==> src/rtl/ekbm_pkg.sv <==
// Shared types and constants of the 8 kB bank mapper.
package ekbm_pkg;

	localparam int unsigned REGION_COUNT = 6;
	localparam int unsigned OFFSET_BITS  = 13;
	localparam int unsigned MADDR_BITS   = 20;
	localparam int unsigned MAX_PAGE_BITS = 7;

	localparam logic [7:0]  BANK_RESET     = 8'hA8;
	localparam logic [15:0] SWITCH_LO      = 16'h6000;
	localparam logic [15:0] SWITCH_HI      = 16'h7FF0;
	localparam logic [15:0] CTRL_ADDR      = 16'h7FF9;
	localparam logic [15:0] READBACK_LO    = 16'h7FF0;
	localparam logic [15:0] READBACK_HI    = 16'h7FF8;
	localparam logic [15:0] HIGH_AREA      = 16'hC000;
	localparam logic [7:0]  SPECIAL_LO     = 8'h80;
	localparam logic [7:0]  SPECIAL_HI     = 8'h90;
	localparam int unsigned CTRL_READBACK_BIT = 2;
	localparam int unsigned BANK_RAM_BIT      = 2;
	localparam logic [7:0]  OPEN_BUS       = 8'hFF;

	typedef enum logic [2:0] {
		ACT_DATA    = 3'd0,
		ACT_ROM     = 3'd1,
		ACT_SRAM_RD = 3'd2,
		ACT_SRAM_WR = 3'd3,
		ACT_NONE    = 3'd4
	} action_t;

	typedef struct packed {
		logic       hit;
		logic [2:0] idx;
	} switch_sel_t;

	// bank switch address bits 12-10 to region
	function automatic switch_sel_t switch_region(input logic [2:0] code);
		switch_sel_t s;
		s.hit = 1'b1;
		case (code)
			3'd0: s.idx = 3'd2;
			3'd1: s.idx = 3'd0;
			3'd2: s.idx = 3'd3;
			3'd3: s.idx = 3'd1;
			3'd4: s.idx = 3'd4;
			3'd6: s.idx = 3'd5;
			default: begin
				s.hit = 1'b0;
				s.idx = 3'd0;
			end
		endcase
		return s;
	endfunction

	function automatic logic bank_is_special(input logic [7:0] b);
		return (b >= SPECIAL_LO) && (b < SPECIAL_HI);
	endfunction

	function automatic logic bank_is_ram(input logic [7:0] b);
		return bank_is_special(b) && b[BANK_RAM_BIT];
	endfunction

endpackage

==> src/rtl/eight_kb_bank_mapper_with_ram_pages.sv <==
// Top level of the 8 kB bank mapper: input register, decode, bank state, result register.
// One bus access per word. An accepted word sits in the input register, is decoded in the
// next cycle against the six bank selects and the control byte, and lands in the result
// register; a new word is taken every cycle while results drain, so throughput is one
// access per clock, and out_valid rises as the word moves into the result register. Bank
// and control writes take effect for the very next word. The block only produces
// addresses: ROM byte address page*8192+offset, or an SRAM offset 0-8191.
module eight_kb_bank_mapper_with_ram_pages #(
	parameter int unsigned ROM_PAGE_BITS = 7
) (
	input  logic        clk,
	input  logic        arst_n,
	input  logic        in_valid,
	output logic        in_ready,
	input  logic        mode,
	input  logic [15:0] bus_address,
	input  logic [7:0]  write_byte,
	output logic        out_valid,
	input  logic        out_ready,
	output logic [2:0]  action,
	output logic [19:0] mem_address,
	output logic [7:0]  read_data,
	output logic [7:0]  mem_write_data
);

	localparam int unsigned OB = ekbm_pkg::OFFSET_BITS;

	logic        valid_s1;
	logic        mode_s1;
	logic [15:0] addr_s1;
	logic [7:0]  data_s1;
	logic        advance;

	logic [7:0] bank_q [ekbm_pkg::REGION_COUNT];
	logic [7:0] control_q;

	assign advance  = valid_s1 && (!out_valid || out_ready);
	assign in_ready = !valid_s1 || advance;

	always_ff @(posedge clk or negedge arst_n) begin
		if (!arst_n) begin
			valid_s1 <= 1'b0;
		end else if (in_ready) begin
			valid_s1 <= in_valid;
		end
	end

	always_ff @(posedge clk) begin
		if (in_ready && in_valid) begin
			mode_s1 <= mode;
			addr_s1 <= bus_address;
			data_s1 <= write_byte;
		end
	end

	// decode
	logic [2:0]  region;
	logic        readback;
	logic [2:0]  rd_idx;
	logic        rd_in_range;
	logic [7:0]  bank;
	logic        is_switch;
	logic        is_ctrl;
	ekbm_pkg::switch_sel_t sw;
	logic [ROM_PAGE_BITS-1:0] page;

	ekbm_pkg::action_t act_d;
	logic [19:0] maddr_d;
	logic [7:0]  rdat_d;
	logic [7:0]  wdat_d;

	assign region    = addr_s1[15:13];
	assign readback  = control_q[ekbm_pkg::CTRL_READBACK_BIT]
		&& (addr_s1 >= ekbm_pkg::READBACK_LO) && (addr_s1 < ekbm_pkg::READBACK_HI);
	// one read port on the bank selects
	assign rd_idx      = (readback && !mode_s1) ? addr_s1[2:0] : region;
	assign rd_in_range = rd_idx < 3'(ekbm_pkg::REGION_COUNT);
	assign bank        = rd_in_range ? bank_q[rd_idx] : 8'h00;
	assign is_switch   = (addr_s1 >= ekbm_pkg::SWITCH_LO) && (addr_s1 < ekbm_pkg::SWITCH_HI);
	assign is_ctrl     = addr_s1 == ekbm_pkg::CTRL_ADDR;
	assign sw          = ekbm_pkg::switch_region(addr_s1[12:10]);
	assign page        = bank[ROM_PAGE_BITS-1:0];

	always_comb begin
		act_d   = ekbm_pkg::ACT_NONE;
		maddr_d = '0;
		rdat_d  = '0;
		wdat_d  = '0;
		if (mode_s1) begin
			if (!is_switch && !is_ctrl && rd_in_range && ekbm_pkg::bank_is_ram(bank)) begin
				act_d   = ekbm_pkg::ACT_SRAM_WR;
				maddr_d = 20'(addr_s1[OB-1:0]);
				wdat_d  = data_s1;
			end
		end else if (addr_s1 >= ekbm_pkg::HIGH_AREA) begin
			act_d  = ekbm_pkg::ACT_DATA;
			rdat_d = ekbm_pkg::OPEN_BUS;
		end else if (readback) begin
			act_d  = ekbm_pkg::ACT_DATA;
			rdat_d = bank;
		end else if (ekbm_pkg::bank_is_ram(bank)) begin
			act_d   = ekbm_pkg::ACT_SRAM_RD;
			maddr_d = 20'(addr_s1[OB-1:0]);
		end else if (ekbm_pkg::bank_is_special(bank)) begin
			act_d  = ekbm_pkg::ACT_DATA;
			rdat_d = ekbm_pkg::OPEN_BUS;
		end else begin
			act_d   = ekbm_pkg::ACT_ROM;
			maddr_d = 20'({page, addr_s1[OB-1:0]});
		end
	end

	always_ff @(posedge clk or negedge arst_n) begin
		if (!arst_n) begin
			for (int i = 0; i < ekbm_pkg::REGION_COUNT; i++) begin
				bank_q[i] <= ekbm_pkg::BANK_RESET;
			end
			control_q <= '0;
		end else if (advance && mode_s1) begin
			if (is_switch) begin
				if (sw.hit) begin
					bank_q[sw.idx] <= data_s1;
				end
			end else if (is_ctrl) begin
				control_q <= data_s1;
			end
		end
	end

	always_ff @(posedge clk or negedge arst_n) begin
		if (!arst_n) begin
			out_valid <= 1'b0;
		end else if (advance) begin
			out_valid <= 1'b1;
		end else if (out_ready) begin
			out_valid <= 1'b0;
		end
	end

	always_ff @(posedge clk) begin
		if (advance) begin
			action         <= act_d;
			mem_address    <= maddr_d;
			read_data      <= rdat_d;
			mem_write_data <= wdat_d;
		end
	end

endmodule

==> config.mk <==
export PLATFORM = sky130hd
export DESIGN_NAME = eight_kb_bank_mapper_with_ram_pages
export DESIGN_NICKNAME = d
export VERILOG_FILES = /design/src/rtl/ekbm_pkg.sv /design/src/rtl/eight_kb_bank_mapper_with_ram_pages.sv
export SDC_FILE = /design/constraint.sdc
export NUM_CORES = 1
export LEC_CHECK = 0
export ABC_CLOCK_PERIOD_IN_PS = 4000
export BUFFER_PORTS_ARGS = -buffer_cell sky130_fd_sc_hd__buf_2
export CORE_MARGIN = 5
export CORE_UTILIZATION = 50
export CTS_BUF_LIST = sky130_fd_sc_hd__clkbuf_8
export DETAILED_ROUTE_END_ITERATION = 7
export PLACE_DENSITY = 0.71
export SLEW_MARGIN = 30
export SYNTH_ARGS = -nofsm -noshare
export SYNTH_HDL_FRONTEND = slang
export SYNTH_SLANG_ARGS = --single-unit
==> constraint.sdc <==
create_clock -name clk -period 4 [get_ports clk]
set_input_delay 0.8 -clock clk [delete_from_list [all_inputs] [get_ports clk]]
set_output_delay 0.8 -clock clk [all_outputs]
set_load 0.03 [all_outputs]
# Yosys cells after proc, flatten, opt, wreduce, memory -nomap -nowiden
# Index checks and enable logic that the tools add are counted.
# op_classes
magnitude_cmp,11
n_reduce_logical,26
n_mux,28
n_eq_ne,6
n_bitwise,3
# ops
op,n
$mux W20,5
$mux W8,8
$bwmux W48,1
$ge A16 B15 Y1 const B,2
$lt A16 B15 Y1 const B,2
$bmux W8 S3,1
$demux W8 S3,1
$eq A16 B15 Y1 const B,1
$ge A16 B16 Y1 const B,1
$pmux W3 S5,1
$logic_and A1 B1 Y1,13
$mux W13,1
$mux W3,3
$ge A4 B4 Y1 const B,2
$ge A8 B8 Y1 const B,1
$lt A8 B8 Y1 const B,1
$not A3 Y4,2
$eq A3 B2 Y1 const B,2
$eq A3 B3 Y1 const B,2
$mux W2,3
$reduce_and A3 Y1,2
$reduce_or A6 Y1,1
$logic_not A1 Y1,5
$lt A4 B1 Y1 const B,1
other kinds (8),12
# word_totals
word_cells,90
register_bits,117
out_inout_bits,41
inputBits,29

# Depth between registers and ports, before layout
# logic_depth
ltp_word,17
ltp_mapped,11
depth_no_buf,8

# Worst setup path after synthesis
# Ideal clock, no wire load.
# synth_path
path_type,input port to flip-flop
start,in out_ready
end,reg bank_q[24] (netlist bit)
setup_slack_ns,0.359
setup_time_ns,0.125
t_required_ns,3.875
path_stages,5
path_buffers,0
arrival_time_ns,3.516
cell_sequence,nand2b_1 -> and2_1 -> nand3_1 -> nor4_1 -> mux2_2
# synth_between
elab_chain_len,4
# synth_lines
item,line,text
from (decl),eight_kb_bank_mapper_with_ram_pages.sv:19,"input logic out_ready,"
$logic_or A1 B1 Y1,eight_kb_bank_mapper_with_ram_pages.sv:37,assign advance = valid_s1 && (!out_valid || out_ready);
$logic_and A1 B1 Y1,eight_kb_bank_mapper_with_ram_pages.sv:37,
via advance,eight_kb_bank_mapper_with_ram_pages.sv:32,logic advance;
$logic_and A1 B1 Y1,eight_kb_bank_mapper_with_ram_pages.sv:119,end else if (advance && mode_s1) begin
$reduce_and A3 Y1 (no line),-,
"to (signal, indexed assignment)",eight_kb_bank_mapper_with_ram_pages.sv:116,bank_q[i] <= ekbm_pkg::BANK_RESET;
"to (signal, indexed assignment)",eight_kb_bank_mapper_with_ram_pages.sv:122,bank_q[sw.idx] <= data_s1;
to (decl),eight_kb_bank_mapper_with_ram_pages.sv:34,logic [7:0] bank_q [ekbm_pkg::REGION_COUNT];
# The timed path passes the listed nets, and every way through them passes these cells.
# A chain may end at the register's enable or synchronous reset.

# Worst setup path in the final report
# layout_path
start,reg addr_s1[13]
end,reg read_data[1] (data pin)
# layout_between
elab_chain_len,16
word_cells_on_any_way,21
classes_between,6 x order compare; 9 x mux; 1 x bitwise; 5 x reduce/logical
# layout_lines
item,line,text
from (decl),eight_kb_bank_mapper_with_ram_pages.sv:30,logic [15:0] addr_s1;
from (signal assigned),eight_kb_bank_mapper_with_ram_pages.sv:51,addr_s1 <= bus_address;
$ge A16 B15 Y1,eight_kb_bank_mapper_with_ram_pages.sv:74,&& (addr_s1 >= ekbm_pkg::READBACK_LO) && (addr_s1 < ekbm_pkg::READBACK_HI);
$logic_and A1 B1 Y1 (2 in a row),eight_kb_bank_mapper_with_ram_pages.sv:74,
$logic_and A1 B1 Y1,eight_kb_bank_mapper_with_ram_pages.sv:76,assign rd_idx = (readback && !mode_s1) ? addr_s1[2:0] : region;
$mux W3,eight_kb_bank_mapper_with_ram_pages.sv:76,
$not A3 Y4 (implied by the code),eight_kb_bank_mapper_with_ram_pages.sv:78,assign bank = rd_in_range ? bank_q[rd_idx] : 8'h00;
$bmux W8 S3,eight_kb_bank_mapper_with_ram_pages.sv:78,
$mux W8 (implied by the code) (2 in a row),eight_kb_bank_mapper_with_ram_pages.sv:78,
$mux W8,eight_kb_bank_mapper_with_ram_pages.sv:78,
$ge A8 B8 Y1 or $lt A8 B8 Y1 (tied branches),ekbm_pkg.sv:55,return (b >= SPECIAL_LO) && (b < SPECIAL_HI);
$logic_and A1 B1 Y1,ekbm_pkg.sv:55,
$mux W8 or $logic_and A1 B1 Y1 (tied branches),"eight_kb_bank_mapper_with_ram_pages.sv:104, ekbm_pkg.sv:59",
$mux W8,eight_kb_bank_mapper_with_ram_pages.sv:101,end else if (ekbm_pkg::bank_is_ram(bank)) begin
$mux W8,eight_kb_bank_mapper_with_ram_pages.sv:98,end else if (readback) begin
$mux W8 (*),eight_kb_bank_mapper_with_ram_pages.sv:95,end else if (addr_s1 >= ekbm_pkg::HIGH_AREA) begin
to (signal assigned),eight_kb_bank_mapper_with_ram_pages.sv:144,read_data <= rdat_d;
to (decl),eight_kb_bank_mapper_with_ram_pages.sv:22,"output logic [7:0] read_data,"
# Mark *: on every way between the ends. The rest lies on a longest branch, timed or not. The select of a mux whose other input is x is not followed.

==> flow_summary.json <==
{
  "coreArea_sq_um": 9730,
  "tightest_slew_ns": 0.734,
  "postCtsSetupBuffers": 0,
  "route.detailed.drc": 0,
  "die_area_sq_um": 12000,
  "layout-drive-gt1-share": 0.366,
  "grt_use_total": 0.184,
  "grt_pass1_wl_mm": 16.5,
  "clock-root-buffer": "clkbuf_8",
  "cts_max_path_buffers": 2,
  "hold_buffers": 0,
  "status": "complete, no violations",
  "overflow": 0,
  "switching_share": 0.255,
  "rr_worst_depth": 9,
  "pwr_density_cell_nw_per_um2": 462,
  "cts_resized": 0,
  "grt_pass1_vias": 3184,
  "routed_wl_mm": 10.3,
  "seq_power_share": 0.521,
  "firstDrtPassIters": 4,
  "yosys-top-cells-area": "edfxtp_1, dfrtp_1, dfstp_2",
  "gp_congestion": 0.842,
  "max-cap-violations": 0,
  "reg2reg_from": "addr_s1[13]$_DFFE_PP_",
  "pwr-share-comb": 0.110,
  "path_max_fanout": 12,
  "port_buffers": 69,
  "clock-sinks": 115,
  "vias": 3255,
  "cts_tree": "built",
  "synth_top_cell_area_share": 0.388,
  "ir_worst_vdd_mv": 0.224,
  "die_x_um": 110,
  "synth_flop_cell": "edfxtp_1",
  "critPathArrivalTime_ns": 3.54,
  "post-dp-hpwl_mm": 7.62,
  "antenna_found_initial": 0,
  "synth_edf_count": 64,
  "final_antenna_net_count": 0,
  "power_leakage_nw": 2.42,
  "wl_per_cell_um": 17.1,
  "rsz0062_at_grt": "no",
  "cp.required_ns": 4.15,
  "place_area_sq_um": 5510,
  "setup_viol": 0,
  "avgSynthCellArea_sq_um": 13.3,
  "antenna_cells": 0,
  "place_inst": 571,
  "power.switching_mw": 0.693,
  "total_power_mw": 2.72,
  "yosys_warnings": 0,
  "slew_headroom": 0.509,
  "crit_type": "reg -> reg",
  "num_rows": 36,
  "r2r_setup_slack_ns": 0.61,
  "min_period_ns": 3.39,
  "synth_commonest_cells": "edfxtp_1, nand2_1, dfrtp_1, o21ai_0, nor2_1",
  "seq_area_frac_synth": 0.650,
  "ys_ff_latch": 115,
  "synth_cell_types": 53,
  "synth_cells": 371,
  "clockPowerShare": 0.369,
  "insertion_delay_ns": 0.42,
  "finalHoldViolCount": 0,
  "syn_nets": 400,
  "start_kind": "flip-flop",
  "internal-power_mw": 2.03,
  "via_per_inst": 5.40,
  "final_cells": 603,
  "syn-cell-area_sq_um": 4950,
  "regToRegEndpoint": "read_data[1]$_SDFFCE_PP0P_",
  "critPathCaptureType": "flip-flop",
  "htree_levels": 4,
  "slew_violations": 0,
  "final_area_sq_um": 5890,
  "pin_count": 70,
  "clkTransAtPathRegs_ns": 0.07,
  "tns_ns": 0,
  "area_delta_synth_final_pct": 18.9,
  "yosys.area.top_type": "edfxtp_1",
  "start_util": 0.509,
  "nNetsFinal": 486,
  "fin_skew_ns": 0.00837,
  "final_util": 0.605,
  "numCtsBuffers": 17,
  "cp-startpoint": "addr_s1[13]$_DFFE_PP_",
  "period_share": 0.847,
  "post-synth-top-count-cell": "edfxtp_1",
  "drtIter0Drc": 275,
  "fmax_mhz": 295,
  "hp-class": "in -> async",
  "synth-async-reset-ratio": 0.443,
  "grt_start_max_net_pins": 41,
  "die_height_um": 110
}
-- area by class of cell --
cell class | count | area (sq um)
inverter | 11 | 41.3
clock buffer | 18 | 248
fill | 798 | 3840
sequential | 115 | 3220
timing repair buffer | 82 | 443
clock inverter | 14 | 120
tap | 133 | 166
multi-input combinational | 230 | 1650
-- critical path, stage by stage, from the launching register on --
cell      delay [ns]
edfxtp_1        0.58
nand3b_2        0.18
or4_4           0.60
o21ai_2         0.34
buf_4           0.27
mux2i_1         0.22
o22ai_1         0.11
o22a_2          0.27
a221oi_4        0.44
a211oi_1        0.10
-- placed cells by master, fill, tap and decap left out, types with 2 or more instances in the layout --
cell and count:
nand2_1 39, clkbuf_8 18, nor3_1 2, mux4_2 4, nand3b_1 4, o21ai_0 29
o2111a_1 4, nand2b_1 8, a21boi_1 9, clkinv_1 2, nor2b_1 3, mux2_2 25
bufinv_16 2, nor2_1 28, and2_2 2, o32a_1 2, clkinv_2 5, nand3_1 9
inv_1 13, buf_4 13, mux2i_1 13, inv_4 2, dfstp_2 18, dfrtp_1 33
a211oi_1 9, a21boi_0 3, a21oi_1 6, edfxtp_1 64, o22ai_1 3, buf_2 69
-- flip-flops by register name, indices dropped and copies added, names as in the netlist --
name / count
action: 3
addr_s1: 16
bank_q: 48
control_q: 1
data_s1: 8
mem_address: 20
mem_write_data: 8
mode_s1: 1
out_valid: 1
read_data: 8
valid_s1: 1
-- power by group through the flow --
stage               clock network [mW]  registers (mW)  logic (mW)
floorplan                            0            1.49       0.145
finish                            1.00            1.42       0.300
detailed placement                   0            1.44       0.302
global route                      1.07            1.43       0.329
CTS                               1.02            1.42       0.303
global placement                     0            1.44       0.294
-- cell families (layout without fill, tap and decap cells) --
kind of cell,Yosys count,count (layout),share of synthesized area
flip-flops,115,115,0.650
AND/OR/NAND/NOR,108,108,0.110
AO/OA/AOI/OAI,80,80,0.117
multiplexers,42,42,0.101
buffers and inverters,26,125,0.0212
-- per-stage QoR --
| step | worst slack, ns | hold WS, ns |
|---|---|---|
| 2_1_floorplan | 0.359 | 0.444 |
| 4_1_cts | 0.621 | 0.323 |
| 6_report | 0.612 | 0.336 |
| 5_1_grt | 0.383 | 0.360 |
| 3_3_place_gp | 0.761 | 0.458 |
| 3_5_place_dp | 0.641 | 0.470 |
-- routing by layer --
metal	track usage	vias up	routed length, um
li1	-	1555	-
met1	0.261	1600	4690
met2	0.276	92	4950
met3	0.0493	8	524
met4	0.0668	0	113
met5	0	-	0
-- worst max-delay path by stage --
stage | cells after the start | end
2_1_floorplan | 5 | bank_q[24]$_DFFE_PN0P_
6_report | 9 | read_data[1]$_SDFFCE_PP0P_
5_1_grt | 9 | read_data[5]$_SDFFCE_PP0P_
4_1_cts | 9 | read_data[1]$_SDFFCE_PP0P_
3_3_place_gp | 9 | read_data[4]$_SDFFCE_PP0P_
3_5_place_dp | 9 | read_data[1]$_SDFFCE_PP0P_
Power figures use the tool's default switching activity.
